$ cat src/rtl/bdlp_pkg.sv
// shared types, codes and constants for the button debounce and long-press encoder
package bdlp_pkg;

   // button count and roles
   localparam int unsigned NUM_BTN   = 3;
   localparam int unsigned ENTER_BTN = 1;
   localparam int unsigned UP_BTN    = 0;
   localparam int unsigned DOWN_BTN  = 2;

   // counter and register widths
   localparam int unsigned CNT_W   = 16;
   localparam int unsigned PHASE_W = 3;

   // repeat step comes once every REPEAT_MOD polls while long-pressed
   localparam int unsigned REPEAT_MOD = 5;

   // key state codes
   typedef logic [1:0] key_state_type;
   localparam key_state_type KS_RELEASED = 2'd0;
   localparam key_state_type KS_SHORT    = 2'd1;
   localparam key_state_type KS_LONG     = 2'd2;

   // encoder step codes, two bit signed
   typedef logic signed [1:0] step_type;
   localparam step_type STEP_NONE  = 2'sb00;
   localparam step_type STEP_PLUS  = 2'sb01;
   localparam step_type STEP_MINUS = 2'sb11;

   // opcodes carried in tuser
   localparam logic OP_SCAN = 1'b0;
   localparam logic OP_POLL = 1'b1;

   // register indexes
   localparam logic REG_DEBOUNCE   = 1'b0;
   localparam logic REG_LONG_PRESS = 1'b1;

   // register reset values
   localparam logic [CNT_W-1:0] DEBOUNCE_RESET   = 16'd2;
   localparam logic [CNT_W-1:0] LONG_PRESS_RESET = 16'd100;

   // per-button scan control
   typedef struct packed {
      logic scan_en;
      logic level;
   } scan_ctl_type;

   // all key states, button i at index i
   typedef key_state_type [NUM_BTN-1:0] key_vec_type;

endpackage

$ cat src/rtl/bdlp_btn.sv
// one button: level history, hold counter and debounced key state
module bdlp_btn (
   input  logic                       clock,
   input  logic                       reset,
   input  bdlp_pkg::scan_ctl_type     ctl,
   input  logic [bdlp_pkg::CNT_W-1:0] debounce_ticks,
   input  logic [bdlp_pkg::CNT_W-1:0] long_press_ticks,
   output bdlp_pkg::key_state_type    key_cur,
   output bdlp_pkg::key_state_type    key_nxt
);
   import bdlp_pkg::*;

   logic                prev_level_ff;
   logic                prev_level_in;
   logic [CNT_W-1:0]    hold_count_ff;
   logic [CNT_W-1:0]    hold_count_in;
   key_state_type       key_ff;
   key_state_type       key_in;
   logic [CNT_W:0]      cnt;

   // count the run of equal levels, saturate at the long-press limit
   always_comb begin
      prev_level_in = prev_level_ff;
      hold_count_in = hold_count_ff;
      key_in        = key_ff;
      if (ctl.level == prev_level_ff) begin
         cnt = {1'b0, hold_count_ff} + {{CNT_W{1'b0}}, 1'b1};
      end else begin
         cnt = '0;
      end
      if (ctl.scan_en) begin
         prev_level_in = ctl.level;
         if (cnt >= {1'b0, long_press_ticks}) begin
            hold_count_in = long_press_ticks;
            if (!ctl.level) begin
               key_in = KS_LONG;
            end
         end else begin
            hold_count_in = cnt[CNT_W-1:0];
            if (cnt > {1'b0, debounce_ticks}) begin
               key_in = ctl.level ? KS_RELEASED : KS_SHORT;
            end
         end
      end
   end

   // state registers
   always_ff @(posedge clock) begin
      if (reset) begin
         prev_level_ff <= 1'b1;
         hold_count_ff <= '0;
         key_ff        <= KS_RELEASED;
      end else begin
         prev_level_ff <= prev_level_in;
         hold_count_ff <= hold_count_in;
         key_ff        <= key_in;
      end
   end

   assign key_cur = key_ff;
   assign key_nxt = key_in;

endmodule

$ cat src/rtl/bdlp_poll.sv
// poll logic: edge detect on short presses and auto-repeat while long-pressed
module bdlp_poll (
   input  logic                  clock,
   input  logic                  reset,
   input  logic                  poll_en,
   input  bdlp_pkg::key_vec_type key_states,
   output bdlp_pkg::step_type    step
);
   import bdlp_pkg::*;

   key_vec_type         polled_ff;
   key_vec_type         polled_in;
   logic [PHASE_W-1:0]  up_phase_ff;
   logic [PHASE_W-1:0]  up_phase_in;
   logic [PHASE_W-1:0]  down_phase_ff;
   logic [PHASE_W-1:0]  down_phase_in;
   step_type            step_sel;

   // phase advance modulo the repeat period
   function automatic logic [PHASE_W-1:0] next_phase(input logic [PHASE_W-1:0] ph);
      logic [PHASE_W-1:0] r;
      if (ph >= PHASE_W'(REPEAT_MOD - 1)) begin
         r = '0;
      end else begin
         r = ph + PHASE_W'(1);
      end
      return r;
   endfunction

   // up button first, down button only when up is neither new short nor long
   always_comb begin
      up_phase_in   = up_phase_ff;
      down_phase_in = down_phase_ff;
      polled_in     = polled_ff;
      step_sel      = STEP_NONE;
      if (key_states[UP_BTN] == KS_SHORT && polled_ff[UP_BTN] != KS_SHORT) begin
         step_sel = STEP_PLUS;
      end else if (key_states[UP_BTN] == KS_LONG) begin
         up_phase_in = next_phase(up_phase_ff);
         step_sel    = (up_phase_in == '0) ? STEP_PLUS : STEP_NONE;
      end else if (key_states[DOWN_BTN] == KS_SHORT &&
                   polled_ff[DOWN_BTN] != KS_SHORT) begin
         step_sel = STEP_MINUS;
      end else if (key_states[DOWN_BTN] == KS_LONG) begin
         down_phase_in = next_phase(down_phase_ff);
         step_sel      = (down_phase_in == '0) ? STEP_MINUS : STEP_NONE;
      end
      if (!poll_en) begin
         up_phase_in   = up_phase_ff;
         down_phase_in = down_phase_ff;
      end else begin
         polled_in = key_states;
      end
   end

   // poll history registers
   always_ff @(posedge clock) begin
      if (reset) begin
         polled_ff     <= {NUM_BTN{KS_RELEASED}};
         up_phase_ff   <= '0;
         down_phase_ff <= '0;
      end else begin
         polled_ff     <= polled_in;
         up_phase_ff   <= up_phase_in;
         down_phase_ff <= down_phase_in;
      end
   end

   assign step = poll_en ? step_sel : STEP_NONE;

endmodule

$ cat src/rtl/button_debounce_long_press_encoder.sv
// top level of the three-button debouncer with long-press encoder interface
//
// Input stream req_*: one beat per item. req_tuser is the opcode (scan tick
// or poll), req_tdata[2:0] the raw active-low pin levels of the three
// buttons (used on a scan tick only). Every input beat gives exactly one
// result beat on rsp_*: rsp_tdata holds the key states of all buttons, the
// enter flag and the signed encoder step (zero on a scan tick).
// A beat is caught in the input register; the button and poll logic then
// update their state and load the result register once it is free.
// Throughput is one beat per cycle while the receiver does not stall; the
// button state update is a single counter increment, compare and select per
// button, done side by side for the three buttons.
// When the receiver stalls, the result register holds and the input
// register holds one more beat; req_tready then stays low until the result
// is taken. Reset (synchronous) empties both registers, sets the debounce
// limit to 2 and the long-press limit to 100, marks all buttons released
// with zero hold count, and clears the poll history and repeat phases.
// The csr_* port writes a limit register and should be used while no
// beat is in flight.
module button_debounce_long_press_encoder (
   input  logic                       clock,
   input  logic                       reset,
   // input stream
   input  logic                       req_tvalid,
   output logic                       req_tready,
   input  logic [7:0]                 req_tdata,   // [2:0] pin_levels
   input  logic                       req_tuser,   // [0] opcode
   // result stream
   output logic                       rsp_tvalid,
   input  logic                       rsp_tready,
   output logic [15:0]                rsp_tdata,   // [5:0] key_states, [6] enter_pressed,
                                                   // [8:7] step
   // configuration
   input  logic                       csr_we,
   input  logic                       csr_index,
   input  logic [bdlp_pkg::CNT_W-1:0] csr_wdata
);
   import bdlp_pkg::*;

   logic [CNT_W-1:0]       debounce_ff;
   logic [CNT_W-1:0]       debounce_in;
   logic [CNT_W-1:0]       long_press_ff;
   logic [CNT_W-1:0]       long_press_in;
   logic                   in_vld_ff;
   logic                   in_vld_in;
   logic                   in_op_ff;
   logic [NUM_BTN-1:0]     in_pins_ff;
   logic                   out_vld_ff;
   logic                   out_vld_in;
   key_vec_type            out_keys_ff;
   logic                   out_enter_ff;
   step_type               out_step_ff;
   logic                   out_free;
   logic                   fire;
   logic                   req_beat;
   key_vec_type            keys_cur;
   key_vec_type            keys_next;
   step_type               step;
   scan_ctl_type [NUM_BTN-1:0] scan_ctl;

   // configuration register writes
   always_comb begin
      debounce_in   = debounce_ff;
      long_press_in = long_press_ff;
      if (csr_we) begin
         unique case (csr_index)
            REG_DEBOUNCE:   debounce_in   = csr_wdata;
            REG_LONG_PRESS: long_press_in = csr_wdata;
            default:        debounce_in   = debounce_ff;
         endcase
      end
   end

   // handshake: the result register frees when taken, the input register
   // drains into it
   assign out_free   = !out_vld_ff || rsp_tready;
   assign fire       = in_vld_ff && out_free;
   assign req_tready = !in_vld_ff || out_free;
   assign req_beat   = req_tvalid && req_tready;
   assign in_vld_in  = req_beat || (in_vld_ff && !fire);
   assign out_vld_in = fire || (out_vld_ff && !rsp_tready);

   // per-button scan engines
   for (genvar g = 0; g < NUM_BTN; g++) begin : g_btn
      assign scan_ctl[g].scan_en = fire && (in_op_ff == OP_SCAN);
      assign scan_ctl[g].level   = in_pins_ff[g];

      bdlp_btn u_btn (
         .clock            (clock),
         .reset            (reset),
         .ctl              (scan_ctl[g]),
         .debounce_ticks   (debounce_ff),
         .long_press_ticks (long_press_ff),
         .key_cur          (keys_cur[g]),
         .key_nxt          (keys_next[g])
      );
   end

   // poll step logic
   bdlp_poll u_poll (
      .clock      (clock),
      .reset      (reset),
      .poll_en    (fire && (in_op_ff == OP_POLL)),
      .key_states (keys_cur),
      .step       (step)
   );

   // control registers
   always_ff @(posedge clock) begin
      if (reset) begin
         debounce_ff   <= DEBOUNCE_RESET;
         long_press_ff <= LONG_PRESS_RESET;
         in_vld_ff     <= 1'b0;
         out_vld_ff    <= 1'b0;
      end else begin
         debounce_ff   <= debounce_in;
         long_press_ff <= long_press_in;
         in_vld_ff     <= in_vld_in;
         out_vld_ff    <= out_vld_in;
      end
   end

   // input payload register
   always_ff @(posedge clock) begin
      if (req_beat) begin
         in_op_ff   <= req_tuser;
         in_pins_ff <= req_tdata[NUM_BTN-1:0];
      end
   end

   // result payload register
   always_ff @(posedge clock) begin
      if (fire) begin
         out_keys_ff  <= keys_next;
         out_enter_ff <= (keys_next[ENTER_BTN] != KS_RELEASED);
         out_step_ff  <= step;
      end
   end

   assign rsp_tvalid = out_vld_ff;
   assign rsp_tdata  = {7'd0, out_step_ff, out_enter_ff, out_keys_ff};

endmodule

$ cat config.mk
export PLATFORM = sky130hd
export DESIGN_NAME = button_debounce_long_press_encoder
export DESIGN_NICKNAME = d
export VERILOG_FILES = /design/src/rtl/bdlp_pkg.sv /design/src/rtl/bdlp_btn.sv /design/src/rtl/bdlp_poll.sv /design/src/rtl/button_debounce_long_press_encoder.sv
export SDC_FILE = /design/constraint.sdc
export NUM_CORES = 1
export LEC_CHECK = 0
export BUFFER_PORTS_ARGS = -buffer_cell sky130_fd_sc_hd__buf_2
export CORE_MARGIN = 2
export CORE_UTILIZATION = 42
export CTS_BUF_LIST = sky130_fd_sc_hd__clkbuf_16
export DETAILED_ROUTE_END_ITERATION = 8
export SYNTH_ARGS = -nofsm -noshare
export SYNTH_HDL_FRONTEND = slang
export SYNTH_SLANG_ARGS = --single-unit
$ cat constraint.sdc
create_clock -name clock -period 3.1 [get_ports clock]
set_input_delay 0.62 -clock clock [delete_from_list [all_inputs] [get_ports clock]]
set_output_delay 0.62 -clock clock [all_outputs]
set_load 0.1 [all_outputs]
==> results by group, run 1 <==
Min path
  – Hold wc startpoint: req_tuser
  – Worst hold path depth: 1
  – Worst Hold Class: input pin to flop
  – Hold Path End: in_op_ff

Logic synthesis
  – Top cell type's share of synthesized area: between 20% and 30%
  – Most common cell in the synthesized netlist: nor2_1
  – Predominant post-synthesis flop cell: dfxtp_1
  – Syn_area_per_cell: between 8 and 9 um2
  – Yosys warnings: 0
  – Commonest cells post-synth: 121 x nor2_1, 105 x nand2_1, 103 x ha_1, 101 x dfxtp_1, 74 x a21oi_1
  – Post-Synthesis Cells: 976
  – Area contributors post-synth: dfxtp_1 26%, ha_1 16%, nor2_1 5.8%
  – Largest family of logic cells by synthesized area: simple AND/OR/NAND/NOR gates
  – Xor-xnor portion of the synthesized cell area: 4.442%
  – Post-synthesis async set-or-reset flop share: 0%
  – Post-Synth Adder-Cell Area: ~16%
  – Synthesized area: just under 8000 um2
  – Mux cell area share after synthesis: 4.062%
  – Distinct cells, synth: just over 50
  – Synth Area in Compound Gates: 18.05%
  – Post-synth EDFFs: 13
  – Post-Synth Simple-Gate Area: 21.35%
  – Post-synthesis cell type with the largest combined area: dfxtp_1
  – Number of synthesized register bits: 114
  – Sequential element share of the synthesized area: approximately 30%

Finish
  – Nets@finish: 1298
  – Ant diodes: 0
  – Fillers: 1596
  – Synth-to-layout area growth: 39.03%
  – Layout cell share with drive strength beyond 1: 32.74%

Place
  – Setup WS pre-CTS: -320.3 ps
  – Final RePlAce weighted congestion: ~0.89
  – Hpwl dp: between 15000 and 20000 um
  – Count of input and output buffers: 36

Die
  – DIE AREA: between 15000 and 20000 um2
  – Die extent in y: roughly 140 um
  – Core region area: 18580 um2
  – Initial core utilization: 42.44%
  – I/O pins: 49
  – Die width: 141.0 um
  – Rows: 50

STA
  – Actual slew at the worst max-slew pin: 919.3 ps
  – Fin crit period: 3386 ps
  – Final period utilization: 109.2%
  – Final hold violation count: 0
  – RSZ-0062 raised after global routing: true
  – Slew Viols, Final: 0
  – Clock skew: 11.26 ps
  – Min setup slack post-route: -286.0 ps
  – Slew headroom: 38.15%
  – Total negative setup slack: -3359 ps
  – Highest Clock Rate: about 0.30 GHz
  – Final setup fails: 47

Detailed routing
  – WL/cell: ~17 um
  – Final ANT Viol Nets: 0
  – Initial DRC count: approximately 290
  – DRC: 0
  – Drt via density: approximately 5.5
  – Drt pass-1 iters: 5
  – DRT Wirelength: roughly 24000 um
  – Vias: 7689

Run status
  – Failing checks: negative setup slack
  – Outcome: finished, violations left

Clocking
  – Cts bufs inserted: 17
  – Cts hold-fix bufs: 0
  – CTS root buffer: clkbuf_16
  – H-tree lvl count: 4
  – Clock Latency Late Sink: 430 ps
  – TritonCTS clock tree: done
  – Clock buffer depth: 2
  – Clock sink total: 114
  – Clk pin slew, worst setup/hold paths: about 60 ps

Global routing
  – Largest net degree at the start of global routing: 66
  – Met2 GRT Util: 39.97%
  – Busiest grt layer: met2
  – Met3 usage: 3.295%
  – All-Layer GR Usage: between 20 and 25%
  – First-pass GRT wire length: 37880 um
  – Vias in the first global route: between 7k and 8k
  – Grt total ovfl: 0
  – Initial antenna violation count: 0
  – Met1 Use GR: a little under a third

Power and ir drop
  – Sequential power share: about a third
  – Clock network power share: 39.3%
  – Power per cell area: about 440 nW/um2
  – Switching power: 1.557 mW
  – Int Pwr: 3.293 mW
  – Static Leak: 4.515 nW
  – Comb power frac: 27.4%
  – Maximum vdd drop: 386.3 uV
  – Switch share: 32.10%

Critical path
  – Crit Path Category: flop to flop
  – R2r worst-path depth: 12
  – Critical path, cell by cell: and4_4, nand4_1, or3_1, a21oi_2, ha_1, nand4_1, nor4_2, or3_1, o221a_4, or4_4, nand2_2, a211oi_1
  – CP max FO: 6
  – Startpoint Class: flop
  – Worst EP arrival: 3550 ps
  – Buffers & Inverters on Critical Path: 0
  – Slack of the worst reg-to-reg path: -290 ps
  – Worst Path Required: 3270 ps
  – CP max stage cell: or4_4
  – Critical path's top delay family: simple AND/OR/NAND/NOR gates
  – Reg2reg end: rsp_tdata[2]
  – Worst path max stage delay: 440 ps
  – R2r startpoint: g_btn[1].u_btn.hold_count_ff[3]
  – Setup crit end kind: flop

Flow run
  – Max Cap Viol: 0
[timing repair]
action	in CTS	in global routing
setup endpoints to repair	55	61
buffers inserted	29	14
pin swaps	89	67
cloned	1	0
gates resized for setup	116	87
[metal layers]
metal,share of wire (%),up-vias
li1,-,3865
met2,47,156
met3,3.5,52
met1,47,3616
met4,3.2,0
met5,0,-
[placed cells by master, fill, tap and decap left out, drive strengths merged, types with 54 or more instances in the layout]
cell,netlist,layout
o21ai,54,54
dfxtp,101,101
inv,49,54
nand2,105,105
buf,15,210
nor2,121,121
a211oi,58,58
a21oi,74,74
ha,103,103
[worst max path at each step]
stage                                    start           end  slack [ps]  cells past startpoint
2_1_floorplan  g_btn[1].u_btn.hold_count_ff[2]  out_enter_ff         -90                     12
3_3_place_gp   g_btn[1].u_btn.hold_count_ff[5]  out_enter_ff        -270                     12
3_5_place_dp   g_btn[1].u_btn.hold_count_ff[5]  out_enter_ff        -320                     12
4_1_cts        g_btn[1].u_btn.hold_count_ff[3]  rsp_tdata[2]        -260                     12
5_1_grt        g_btn[1].u_btn.hold_count_ff[3]  rsp_tdata[2]        -460                     12
6_report       g_btn[1].u_btn.hold_count_ff[3]  rsp_tdata[2]        -290                     12
[cell type report]
type                       count  area [um2]  area share, %
multi-input combinational    772        5888          53.70
clock inverter                13       111.4          1.016
inverter                      49       183.9          1.677
clock buffer                  18       450.4          4.108
sequential                   114        2434          22.20
timing repair buffer         210        1604          14.63
tap                          234       292.8          2.670
[state kept, by name, summed over array words and instances (netlist names), 4 cells and up]
| signal | count |
|---|---|
| debounce_ff | 16 |
| g_btn.u_btn.hold_count_ff | 48 |
| g_btn.u_btn.key_cur | 6 |
| long_press_ff | 16 |
| rsp_tdata | 6 |
| u_poll.polled_ff | 4 |
[logic make-up after synthesis]
| logic type | Yosys count |
|---|---|
| buffers and inverters | 96 |
| AND/OR/NAND/NOR | 359 |
| flip-flops | 114 |
| adder cells (fa/ha/maj) | 103 |
| other | 1 |
| AO/OA/AOI/OAI | 231 |
| XOR/XNOR | 40 |
| multiplexers | 32 |
[stage by stage]
step | area [um2] | util [%] | hold slack (ps) | total power [mW] | cells
after global placement | 9279 | 49.94 | 442.7 | 2.660 | 1338
final | 10960 | 59.01 | 366.8 | 4.850 | 1410
after global routing | 10960 | 59.01 | 367.9 | 5.044 | 1410
after detailed placement | 9279 | 49.94 | 447.5 | 2.672 | 1338
after CTS | 10540 | 56.70 | 359.7 | 4.751 | 1398
after floorplan | 7986 | - | 431.2 | 2.301 | 982
[power by group through the flow]
stage	clock network [mW]	registers [mW]	logic (mW)
floorplan	0	1.68	0.619
global placement	0	1.64	1.02
detailed placement	0	1.64	1.03
CTS	1.93	1.61	1.21
global route	1.98	1.63	1.44
finish	1.90	1.62	1.33
No activity file was read; power rests on OpenSTA's default activity.
==> run 2: changes to the inputs <==
- SETUP_SLACK_MARGIN: default -> 0.02
==> results by group, run 2 (synthesis gave the netlist of run 1 again) <==
Global routing
  – Largest net degree at the start of global routing: 66 (unchanged)
  – Grt total ovfl: 0 (unchanged)
  – Initial antenna violation count: 0 (unchanged)
  – Vias in the first global route: 7452 (was 7545)
  – All-Layer GR Usage: 24.04% (was 24.12%)
  – First-pass GRT wire length: 37890 um (was 37880 um)

Critical path
  – Crit Path Category: flop to flop (unchanged)
  – Startpoint Class: flop (unchanged)
  – R2r startpoint: in_pins_ff[1] (was g_btn[1].u_btn.hold_count_ff[3])
  – Most frequent CP cell: buf_4
  – Worst Path Required: 3410 ps (was 3270 ps)
  – CP max stage cell: edfxtp_1 (was or4_4)
  – Setup crit end kind: flop (unchanged)
  – Crit. Startpoint: in_pins_ff[1] (was g_btn[1].u_btn.hold_count_ff[3])
  – CP max FO: 6 (unchanged)
  – Critical path, cell by cell: xor2_4, buf_4, buf_4, or2_2, ha_1, nand4_1, a2111oi_2, o21bai_1, a31oi_2, buf_4, or4_4, nand2_2, buf_4, a2111oi_2 (was and4_4, nand4_1, or3_1, a21oi_2, ha_1, nand4_1, nor4_2, or3_1, o221a_4, or4_4, nand2_2, a211oi_1)
  – Worst EP arrival: 3740 ps (was 3550 ps)
  – Worst path max stage delay: 490 ps (was 440 ps)
  – R2r worst-path depth: 14 (was 12)

Run status
  – Failing checks: negative setup slack (unchanged)
  – Outcome: finished, violations left (unchanged)

Flow run
  – Max Cap Viol: 0 (unchanged)

Detailed routing
  – WL/cell: 16.72 um (was 16.90 um)
  – Initial DRC count: 385 (was 286)
  – DRT Wirelength: 23520 um (was 23830 um)
  – Vias: 7636 (was 7689)
  – DRC: 0 (unchanged)
  – Drt pass-1 iters: 5 (unchanged)
  – Final ANT Viol Nets: 0 (unchanged)
  – Drt via density: 5.427 (was 5.453)

STA
  – Actual slew at the worst max-slew pin: 833.0 ps (was 919.3 ps)
  – Final period utilization: 110.8% (was 109.2%)
  – Slew Viols, Final: 0 (unchanged)
  – Min setup slack post-route: -334.7 ps (was -286.0 ps)
  – Slew headroom: 43.96% (was 38.15%)
  – Final hold violation count: 0 (unchanged)
  – Highest Clock Rate: 0.2911 GHz (was 0.2953 GHz)
  – Clock skew: 18.45 ps (was 11.26 ps)
  – RSZ-0062 raised after global routing: true (unchanged)
  – Final setup fails: 59 (was 47)
  – Fin crit period: 3435 ps (was 3386 ps)

Finish
  – Max reg flops: 48 (unchanged)
  – Fillers: 1638 (was 1596)
  – Biggest regs: g_btn.u_btn.hold_count_ff: 48 flops, debounce_ff: 16 flops, long_press_ff: 16 flops (unchanged)
  – Synth-to-layout area growth: 36.14% (was 39.03%)
  – Most frequent cells in the layout: 156 x buf_4, 106 x nor2_1, 103 x nand2_1 (was 152 x buf_4, 105 x nor2_1, 101 x nand2_1)
  – Finished Core Util: 57.78% (was 59.01%)
  – Layout cell share with drive strength beyond 1: 29.92% (was 32.74%)
  – Register Area: 2424 um2 (was 2434 um2)
  – Commonest non-fill, non-tap cell in the layout: buf_4 (unchanged)
  – Multi-input gate area: 5660 um2 (was 5888 um2)
  – Nets@finish: 1294 (was 1298)
  – Ant diodes: 0 (unchanged)
  – Biggest register: g_btn.u_btn.hold_count_ff (unchanged)

Place
  – Hpwl dp: 17100 um (was 16980 um)
  – Final RePlAce weighted congestion: 0.9248 (was 0.8876)
  – Setup WS pre-CTS: -416.9 ps (was -320.3 ps)
  – Count of input and output buffers: 36 (unchanged)

Die
  – DIE AREA: 19890 um2 (unchanged)
  – Initial core utilization: 42.44% (unchanged)
  – Die extent in y: 141.0 um (unchanged)
  – I/O pins: 49 (unchanged)
  – Core region area: 18580 um2 (unchanged)
  – Rows: 50 (unchanged)
  – Die width: 141.0 um (unchanged)

Clocking
  – Clock buffer depth: 2 (unchanged)
  – H-tree lvl count: 4 (unchanged)
  – Cts bufs inserted: 17 (unchanged)
  – Clk pin slew, worst setup/hold paths: 60 ps (about the same)
  – Clock Latency Late Sink: 430 ps (about the same)
  – Cts hold-fix bufs: 0 (unchanged)
  – CTS root buffer: clkbuf_16 (unchanged)
  – TritonCTS clock tree: done (unchanged)
  – Clock sink total: 114 (unchanged)

Power and ir drop
  – Clock network power share: 40.7% (was 39.3%)
  – Switching power: 1.586 mW (was 1.557 mW)
  – Switch share: 32.36% (was 32.10%)
  – Maximum vdd drop: 390.6 uV (was 386.3 uV)
  – Int Pwr: 3.316 mW (was 3.293 mW)
  – Power per cell area: 456.6 nW/um2 (was 442.3 nW/um2)
  – Comb power frac: 26.4% (was 27.4%)
  – Static Leak: 4.483 nW (was 4.515 nW)
  – Sequential power share: 32.9% (was 33.3%)

Min path
  – Worst hold path depth: 1 (unchanged)
  – Hold wc startpoint: req_tuser (unchanged)
  – Worst Hold Class: input pin to flop (unchanged)
-- run 2: changes by cell type in the layout (fill, tap and decap cells not counted), sizes merged --
cell      previous run  this run
clkinvlp             3         1
buf                210       206
inv                 54        57
-- run 2: worst max-delay path: cells and delay by family, from the launching register on --
kind | cells | cell delay, ps
and+or+nand+nor | 4 | 630
xor gates and xnor gates | 1 | 190
buffers and inverters | 4 | 620
AOI/OAI and AO/OA | 4 | 1070
DFF | 1 | 490
adders and majority gates | 1 | 300
-- run 2: cell type report --
cell class,count,share of cell area [%]
flip-flops and latches,114,22.57
clock buffers,18,4.195
well taps,234,2.727
repair buffers,206,14.75
multi-input cells,772,52.72
inverters,49,1.713
clock inverters,14,1.317
-- run 2: path summary, 6_finish.rpt --
kind         slack, ps                        end
max reg2reg       -330  g_btn[1].u_btn.key_cur[0]
max               -330  g_btn[1].u_btn.key_cur[0]
min                370                   in_op_ff
min reg2reg        450        u_poll.polled_ff[1]
-- run 2: routing by layer --
| metal | vias up | wire length, um | track usage [%] |
|---|---|---|---|
| met5 | - | 0 | 0 |
| met4 | 0 | 556 | 8.316 |
| met3 | 42 | 769 | 3.397 |
| met2 | 154 | 10790 | 38.69 |
| met1 | 3580 | 11410 | 33.12 |
| li1 | 3860 | - | - |
-- run 2: power by group through the flow --
stage / Sequential [mW] / Combinational [mW] / Clock [mW]
2_1_floorplan: 1.68 / 0.619 / 0
3_3_place_gp: 1.64 / 1.04 / 0
3_5_place_dp: 1.64 / 1.05 / 0
4_1_cts: 1.61 / 1.23 / 2.02
5_1_grt: 1.62 / 1.40 / 2.09
6_report: 1.61 / 1.29 / 2.00
-- run 2: timing repair --
action / CTS / global route
setup endpoints to repair: 58 / 61
gates cloned: 2 / 0
setup buffers: 22 / 7
pin swaps: 77 / 52
resized for setup: 93 / 39
-- run 2: metrics by stage --
stage | power [mW] | TNS, ps | hold WS, ps | instance area [um2] | cells
after floorplan | 2.301 | -175.6 | 431.2 | 7991 | 982
after global placement | 2.683 | -7734 | 441.8 | 9384 | 1348
after detailed placement | 2.693 | -7835 | 445.1 | 9384 | 1348
after CTS | 4.860 | -2510 | 364.0 | 10540 | 1403
after global routing | 5.103 | -19070 | 364.4 | 10740 | 1407
final | 4.902 | -8155 | 373.1 | 10740 | 1407
